`config.mk`:
```
export PLATFORM = sky130hd
export DESIGN_NAME = mpls_label_stack_decapsulator
export DESIGN_NICKNAME = d
export VERILOG_FILES = /design/src/rtl/mlsd_pkg.sv /design/src/rtl/mpls_label_stack_decapsulator.sv
export VERILOG_INCLUDE_DIRS = /design/src /design/src/rtl
export SDC_FILE = /design/constraint.sdc
export NUM_CORES = 1
export LEC_CHECK = 0
export CORE_MARGIN = 4
export CORE_UTILIZATION = 40
export CTS_CLUSTER_DIAMETER = 150
export DETAILED_ROUTE_END_ITERATION = 7
export DONT_BUFFER_PORTS = 1
export PLACE_DENSITY = 0.57
export SLEW_MARGIN = 20
export SYNTH_ARGS = -nofsm -noshare
export SYNTH_HDL_FRONTEND = slang
export SYNTH_SLANG_ARGS = --single-unit
```
`constraint.sdc`:
```
create_clock -name aclk -period 5.7 [get_ports aclk]
set_input_delay 0 -clock aclk [delete_from_list [all_inputs] [get_ports aclk]]
set_output_delay 0 -clock aclk [all_outputs]
set_load 0.1 [all_outputs]
```
`src/rtl/mpls_label_stack_decapsulator_macros.svh`:
```
// Assertion macros for the MPLS label stack decapsulator.
`ifndef MPLS_LABEL_STACK_DECAPSULATOR_MACROS_SVH
`define MPLS_LABEL_STACK_DECAPSULATOR_MACROS_SVH

`ifndef ASSERT_OFF

// Check a property on every rising clock edge outside reset.
`define MLSD_ASSERT(lbl, clk, rstn, prop, msg) \
    lbl: assert property (@(posedge clk) disable iff (!(rstn)) (prop)) else $error(msg);

// Check that a condition never holds on a rising clock edge outside reset.
`define MLSD_NEVER(lbl, clk, rstn, cond, msg) \
    lbl: assert property (@(posedge clk) disable iff (!(rstn)) !(cond)) else $error(msg);

`else

`define MLSD_ASSERT(lbl, clk, rstn, prop, msg)
`define MLSD_NEVER(lbl, clk, rstn, cond, msg)

`endif

`endif

```
`src/rtl/mlsd_pkg.sv`:
```
`timescale 1ns / 1ps

package mlsd_pkg;

    localparam int MAX_LABELS  = 8;
    localparam int ETH_HDR_LEN = 14;
    localparam int HDR_DEPTH   = ETH_HDR_LEN + 4 * MAX_LABELS;
    localparam int POS_W       = $clog2(HDR_DEPTH + 1);
    localparam int ADDR_W      = $clog2(HDR_DEPTH);

    localparam logic [15:0] ETHERTYPE_MPLS_UC = 16'h8847;
    localparam logic [15:0] ETHERTYPE_IPV4    = 16'h0800;
    localparam logic [31:0] LABEL_BOS_MASK    = 32'h0000_0100;

    typedef logic [1:0] verdict_t;

    localparam verdict_t V_DECAP    = 2'd0;
    localparam verdict_t V_IGNORED  = 2'd1;
    localparam verdict_t V_MAL_PASS = 2'd2;
    localparam verdict_t V_MAL_DROP = 2'd3;

endpackage

```
`src/rtl/mpls_label_stack_decapsulator.sv`:
```
`timescale 1ns / 1ps

// MPLS label stack decapsulator. Takes an Ethernet frame one byte per transaction and holds
// back its header in a header memory until it can decide. A frame whose ethertype is not
// MPLS unicast passes unchanged with verdict ignored; an MPLS frame loses its whole label
// stack, gets ethertype IPv4 and then passes its payload with verdict decapsulated. A frame
// that ends early or reaches MAX_LABELS labels without a bottom of stack is malformed and
// is passed unchanged with verdict 2, or 3 when strict drop is configured. The verdict
// travels in m_tuser on the last byte and is zero elsewhere. Once the decision falls the
// held bytes drain from the single read port of the header memory at one byte per cycle
// while the output is not stalled (up to 14 + 4 * MAX_LABELS of them), and the input
// stalls until the drain is done. Payload bytes after the header then pass at one byte
// per cycle while the output is free, each leaving in the cycle after it is accepted.
module mpls_label_stack_decapsulator
    import mlsd_pkg::*;
(
    input  logic       aclk,
    input  logic       aresetn,
    input  logic       cfg_wr_en,
    input  logic       cfg_wr_data,   // strict_drop
    input  logic       s_tvalid,
    output logic       s_tready,
    input  logic [7:0] s_tdata,       // data_byte[7:0]
    input  logic       s_tlast,       // frame_end
    output logic       m_tvalid,
    input  logic       m_tready,
    output logic [7:0] m_tdata,       // out_byte[7:0]
    output logic       m_tlast,       // out_end
    output logic [1:0] m_tuser        // verdict[1:0]
);

`include "mpls_label_stack_decapsulator_macros.svh"

    typedef enum logic [1:0] {
        PH_ETH,
        PH_LABEL,
        PH_PASS
    } phase_t;

    logic [7:0]       hdr_mem [HDR_DEPTH];

    phase_t           phase_reg;
    logic [POS_W-1:0] pos_reg;
    verdict_t         frame_verdict_reg;
    logic             strict_reg;
    logic [7:0]       et_hi_reg;
    logic             sbit_reg;

    logic             flushing_reg;
    logic [POS_W-1:0] flush_idx_reg;
    logic [POS_W-1:0] flush_cnt_reg;
    logic             flush_end_reg;
    logic             flush_decap_reg;
    verdict_t         flush_verdict_reg;

    logic             rd_valid_reg;
    logic [7:0]       rd_data_reg;
    logic             rd_last_reg;
    logic             rd_hi_reg;
    logic             rd_lo_reg;

    logic             m_valid_reg;
    logic [7:0]       m_data_reg;
    logic             m_last_reg;
    verdict_t         m_user_reg;

    logic             out_free;
    logic             rd_move;
    logic             rd_free;
    logic             issue;
    logic             issue_last;
    logic             s_accept;
    logic             hdr_accept;
    logic             pass_accept;
    logic [POS_W-1:0] pos_next;
    logic [POS_W-1:0] lbl_off;
    verdict_t         mal_code;
    logic [7:0]       rd_byte;

    logic             do_flush;
    logic [POS_W-1:0] fl_cnt;
    verdict_t         fl_verdict;
    logic             fl_decap;

    assign out_free    = !m_valid_reg || m_tready;
    assign rd_move     = rd_valid_reg && out_free;
    assign rd_free     = !rd_valid_reg || rd_move;
    assign issue       = flushing_reg && rd_free;
    assign issue_last  = flush_idx_reg == flush_cnt_reg - POS_W'(1);

    assign s_tready    = !flushing_reg && !rd_valid_reg &&
                         ((phase_reg != PH_PASS) || out_free);
    assign s_accept    = s_tvalid && s_tready;
    assign hdr_accept  = s_accept && (phase_reg != PH_PASS);
    assign pass_accept = s_accept && (phase_reg == PH_PASS);

    assign pos_next    = pos_reg + POS_W'(1);
    assign lbl_off     = pos_reg - POS_W'(ETH_HDR_LEN);
    assign mal_code    = strict_reg ? V_MAL_DROP : V_MAL_PASS;

    assign rd_byte     = rd_hi_reg ? ETHERTYPE_IPV4[15:8] :
                         rd_lo_reg ? ETHERTYPE_IPV4[7:0]  : rd_data_reg;

    assign m_tvalid    = m_valid_reg;
    assign m_tdata     = m_data_reg;
    assign m_tlast     = m_last_reg;
    assign m_tuser     = m_user_reg;

    // Decide on a held header byte.
    always_comb begin
        do_flush   = 1'b0;
        fl_cnt     = pos_next;
        fl_verdict = mal_code;
        fl_decap   = 1'b0;
        if (phase_reg == PH_LABEL) begin
            if (lbl_off[1:0] == 2'd3) begin
                if (sbit_reg) begin
                    do_flush   = 1'b1;
                    fl_cnt     = POS_W'(ETH_HDR_LEN);
                    fl_verdict = V_DECAP;
                    fl_decap   = 1'b1;
                end else if (pos_next == POS_W'(HDR_DEPTH) || s_tlast) begin
                    do_flush = 1'b1;
                end
            end else if (s_tlast) begin
                do_flush = 1'b1;
            end
        end else begin
            if (pos_next < POS_W'(ETH_HDR_LEN)) begin
                do_flush = s_tlast;
            end else if ({et_hi_reg, s_tdata} != ETHERTYPE_MPLS_UC) begin
                do_flush   = 1'b1;
                fl_verdict = V_IGNORED;
            end else begin
                do_flush = s_tlast;
            end
        end
    end

    always_ff @(posedge aclk) begin
        if (hdr_accept) begin
            hdr_mem[pos_reg[ADDR_W-1:0]] <= s_tdata;
        end
        if (issue) begin
            rd_data_reg <= hdr_mem[flush_idx_reg[ADDR_W-1:0]];
        end
    end

    always_ff @(posedge aclk) begin
        if (!aresetn) begin
            phase_reg         <= PH_ETH;
            pos_reg           <= '0;
            frame_verdict_reg <= V_DECAP;
            strict_reg        <= 1'b0;
            flushing_reg      <= 1'b0;
            rd_valid_reg      <= 1'b0;
            m_valid_reg       <= 1'b0;
        end else begin
            if (cfg_wr_en) begin
                strict_reg <= cfg_wr_data;
            end

            if (hdr_accept) begin
                if (pos_reg == POS_W'(ETH_HDR_LEN - 2)) begin
                    et_hi_reg <= s_tdata;
                end
                if (phase_reg == PH_LABEL && lbl_off[1:0] == 2'd2) begin
                    sbit_reg <= |(s_tdata & LABEL_BOS_MASK[15:8]);
                end
                if (do_flush) begin
                    pos_reg           <= '0;
                    flushing_reg      <= 1'b1;
                    flush_idx_reg     <= '0;
                    flush_cnt_reg     <= fl_cnt;
                    flush_end_reg     <= s_tlast;
                    flush_decap_reg   <= fl_decap;
                    flush_verdict_reg <= fl_verdict;
                    if (s_tlast) begin
                        phase_reg         <= PH_ETH;
                        frame_verdict_reg <= V_DECAP;
                    end else begin
                        phase_reg         <= PH_PASS;
                        frame_verdict_reg <= fl_verdict;
                    end
                end else begin
                    pos_reg <= pos_next;
                    if (pos_next == POS_W'(ETH_HDR_LEN)) begin
                        phase_reg <= PH_LABEL;
                    end
                end
            end

            if (issue) begin
                flush_idx_reg <= flush_idx_reg + POS_W'(1);
                rd_last_reg   <= flush_end_reg && issue_last;
                rd_hi_reg     <= flush_decap_reg &&
                                 flush_idx_reg == POS_W'(ETH_HDR_LEN - 2);
                rd_lo_reg     <= flush_decap_reg &&
                                 flush_idx_reg == POS_W'(ETH_HDR_LEN - 1);
                if (issue_last) begin
                    flushing_reg <= 1'b0;
                end
            end
            if (issue) begin
                rd_valid_reg <= 1'b1;
            end else if (rd_move) begin
                rd_valid_reg <= 1'b0;
            end

            if (rd_move) begin
                m_valid_reg <= 1'b1;
                m_data_reg  <= rd_byte;
                m_last_reg  <= rd_last_reg;
                m_user_reg  <= rd_last_reg ? flush_verdict_reg : V_DECAP;
            end else if (pass_accept) begin
                m_valid_reg <= 1'b1;
                m_data_reg  <= s_tdata;
                m_last_reg  <= s_tlast;
                m_user_reg  <= s_tlast ? frame_verdict_reg : V_DECAP;
                if (s_tlast) begin
                    phase_reg         <= PH_ETH;
                    frame_verdict_reg <= V_DECAP;
                end
            end else if (m_tready) begin
                m_valid_reg <= 1'b0;
            end
        end
    end

    `MLSD_NEVER(a_no_input_in_flush, aclk, aresetn, s_accept && flushing_reg, "input during flush")
    `MLSD_ASSERT(a_issue_in_range, aclk, aresetn, issue |-> flush_idx_reg < flush_cnt_reg, "flush overrun")
    `MLSD_ASSERT(a_pos_in_range, aclk, aresetn, pos_reg < POS_W'(HDR_DEPTH), "header position overflow")
    `MLSD_ASSERT(a_pass_pos_zero, aclk, aresetn, phase_reg == PH_PASS |-> pos_reg == '0, "position kept in pass")
    `MLSD_ASSERT(a_last_ends_flush, aclk, aresetn, (rd_valid_reg && rd_last_reg) |-> !flushing_reg, "flush past last byte")

endmodule
```
==> results.json <==
{
  "run_status": "complete, no violations",
  "initial_core_util": 0.408,
  "cts-buffers-inserted": 46,
  "critPathLaunchType": "flop",
  "post_synthesis_area_per_instance_um2": 19.7,
  "globalRouteOverflowTotal": 0,
  "report.final.setup_viol": 0,
  "gp_congestion": 0.766,
  "cap_violations": 0,
  "period_minus_slack_ps": 3250,
  "first_global_vias": 8633,
  "grt_setup_unrepaired": "false",
  "fp.dieArea_um2": 46400,
  "power_density_nw_per_um2": 346,
  "power_frac_comb": 0.048,
  "finished_cell_area_um2": 19600,
  "total_of_flip_flops_plus_latches_after_synthesis": 429,
  "synthesis.area_um2": 17200,
  "synth_enable_flop_cells": 415,
  "clkLatencyLatePin_ps": 570,
  "end_kind": "flop",
  "final_layout_size_suffix_gt1_frac": 0.233,
  "detail_route.drc_violations": 0,
  "ys_dominant_reg_cell": "sky130_fd_sc_hd__edfxtp_1",
  "power.static_leakage_nw": 6.12,
  "largest_register_ff_count": 368,
  "groute.usage.overall": 0.171,
  "io_buffer_count": 0,
  "synth_top_area_frac": 0.724,
  "arrival_ps": 3530,
  "report.final.hold_viol_count": 0,
  "synth.yosys.warnings": 0,
  "final_antenna_net_count": 0,
  "synthDistinctLibCells": 58,
  "cts_tree": "built",
  "report.final.slew_viol_count": 0,
  "die_width_um": 215,
  "ctsHtreeMaxLevel": 2,
  "timing.critical_path.fanout_max": 76,
  "cts_root_buffer": "sky130_fd_sc_hd__clkbuf_16",
  "number_of_drc_markers_in_iteration_0": 905,
  "reg2reg_setup_slack_ps": 2450,
  "timing.fmax_ghz": 0.308,
  "cts_sinks": 429,
  "synth_top_cells_by_area": "sky130_fd_sc_hd__edfxtp_1 72%, sky130_fd_sc_hd__mux4_2 15%, sky130_fd_sc_hd__dfxtp_1 1.6%",
  "layout-area-overhead-vs-synth_pct": 13.8,
  "postRouteWirelength_um": 39000,
  "final_critical_path_share_of_the_clock_period": 0.570,
  "pwr-share-clk": 0.433,
  "worstSetupEndpoint": "rd_data_reg[2]",
  "synthesis.nets": 897,
  "netSwitchingPower_mw": 1.44,
  "synth_seq_area_share": 0.740,
  "1st_pass_router_iterations": 6,
  "boundaryPins": 28,
  "cts-resized-gates": 0,
  "power.switching_fraction": 0.212,
  "internal_power_mw": 5.35,
  "layout.cells.most_common_list": "415 x sky130_fd_sc_hd__edfxtp_1, 112 x sky130_fd_sc_hd__mux4_2, 63 x sky130_fd_sc_hd__nor2_1",
  "hold_path.class": "in -> reg",
  "worst-setup-path-type": "reg -> reg",
  "antenna_found_initial": 5,
  "timing.clock.skew_ps": 12.5,
  "worstPathRequired_ps": 5990,
  "clock_tree.buffer_depth": 3,
  "critical_path.reg2reg.startpoint": "flush_idx_reg[1]",
  "path_clk_slew_ps": 60,
  "worst_setup_path_startpoint": "flush_idx_reg[1]",
  "most_common_cell_after_layout_fill_and_taps_aside": "sky130_fd_sc_hd__edfxtp_1",
  "nets": 934,
  "largest_net_degree_at_the_start_of_global_routing": 77,
  "detailed_place.area_um2": 17800,
  "hpwl_um": 22500,
  "worstMarginPinSlew_ps": 1160,
  "std_cell_rows": 75,
  "worstReg2RegEnd": "rd_data_reg[2]",
  "core_area_um2": 42200,
  "detailroute.via_count": 8414,
  "yosysTopAreaCell": "sky130_fd_sc_hd__edfxtp_1",
  "rr_worst_depth": 5,
  "synth_async_sr_flop_share": 0,
  "slew-limit-headroom": 0.222,
  "syn-instance-count": 874,
  "grt_first_pass_wirelength_um": 58700,
  "finalSetupTns_ps": 0,
  "sequentialPowerShare": 0.518,
  "viasPerCell": 5.64,
  "routed_wirelength_normalized_by_instance_count_um": 26.2,
  "max_ir_drop_vdd_v": 0.000182,
  "die_h_um": 215
}
==> critical path, cell delays in order (launching register included) <==
cell	delay [ps]
sky130_fd_sc_hd__edfxtp_1	950
sky130_fd_sc_hd__buf_12	480
sky130_fd_sc_hd__mux4_2	390
sky130_fd_sc_hd__mux4_2	530
sky130_fd_sc_hd__mux2i_1	430
sky130_fd_sc_hd__o21ai_1	130
==> metrics by stage <==
step	hold WS (ps)	std cells	total power [mW]	util	worst slack [ps]
after global placement	101	1379	3.84	0.421	2420
after CTS	82.5	1485	6.85	0.464	2410
after floorplan	98.9	874	3.77	-	2560
after global routing	121	1487	7.01	0.464	2350
final	108	1491	6.79	0.464	2450
after detailed placement	100	1379	3.85	0.421	2420
==> timing repair <==
| action | 4_1_cts | 5_1_grt |
|---|---|---|
| hold buffers | 23 | 0 |
| hold endpoints to repair | 435 | 0 |
| buffers inserted | 0 | 0 |
==> power groups by stage <==
stage,registers [mW],clock network [mW],logic [mW]
global placement,3.59,0,0.259
finish,3.52,2.94,0.327
detailed placement,3.59,0,0.259
global route,3.52,3.14,0.354
floorplan,3.57,0,0.198
CTS,3.52,3.00,0.335
==> worst min-delay path by stage <==
stage / cells after the start / endpoint / slack (ps) / start
after floorplan: 0 / et_hi_reg[0] / 100 / s_tdata[0]
after detailed placement: 0 / flush_end_reg / 100 / s_tlast
after global placement: 0 / flush_end_reg / 100 / s_tlast
final: 4 / flush_verdict_reg[0] / 110 / s_tdata[2]
after global routing: 3 / flush_verdict_reg[1] / 120 / s_tdata[2]
after CTS: 3 / flush_verdict_reg[1] / 80 / s_tdata[2]
==> cell usage after synthesis (3+ instances only) <==
cell	instances
sky130_fd_sc_hd__edfxtp_1	415
sky130_fd_sc_hd__mux4_2	112
sky130_fd_sc_hd__nor2_1	67
sky130_fd_sc_hd__nand2_1	47
sky130_fd_sc_hd__clkbuf_1	20
sky130_fd_sc_hd__nand3_1	15
sky130_fd_sc_hd__dfxtp_1	14
sky130_fd_sc_hd__mux2i_1	12
sky130_fd_sc_hd__o21ai_0	10
sky130_fd_sc_hd__a21oi_1	9
sky130_fd_sc_hd__inv_1	9
sky130_fd_sc_hd__mux2_2	9
sky130_fd_sc_hd__o21ai_1	9
sky130_fd_sc_hd__buf_2	8
sky130_fd_sc_hd__ha_1	8
sky130_fd_sc_hd__nand2b_1	8
sky130_fd_sc_hd__nand4_1	8
sky130_fd_sc_hd__buf_4	7
sky130_fd_sc_hd__nor2b_1	7
sky130_fd_sc_hd__xor2_1	7
sky130_fd_sc_hd__buf_1	6
sky130_fd_sc_hd__nand3b_1	6
sky130_fd_sc_hd__a31oi_1	4
sky130_fd_sc_hd__and2_1	4
sky130_fd_sc_hd__nor3_1	4
sky130_fd_sc_hd__nor4b_1	4
sky130_fd_sc_hd__xnor2_1	4
sky130_fd_sc_hd__or3_1	3
==> logic make-up after synthesis <==
family                   count (synthesis)  synth area share
AO/OA/AOI/OAI                           51            0.0214
AND/OR/NAND/NOR                        190            0.0541
flip-flops                             429             0.740
XOR/XNOR                                11           0.00559
adder cells (fa/ha/maj)                  8           0.00581
buffers and inverters                   52            0.0139
multiplexers                           133             0.159
==> area by class of cell <==
cell class / count / area (um2)
clock inverters: 29 / 272
inverters: 10 / 37.5
clock buffers: 54 / 1200
fillers: 3515 / 22600
multi-input cells: 393 / 4260
well taps: 539 / 674
flip-flops and latches: 429 / 12700
repair buffers: 31 / 403
diodes: 6 / 15.0
==> metal layers <==
layer	share of wire	wire length [um]	GRT usage	vias up
met5	0.0012	45	0	-
met4	0.023	906	0.0479	6
met3	0.059	2310	0.0444	66
met2	0.49	19100	0.276	226
met1	0.43	16600	0.233	4454
li1	-	-	-	3662
Note: power is estimated with default switching activity, not from simulation.
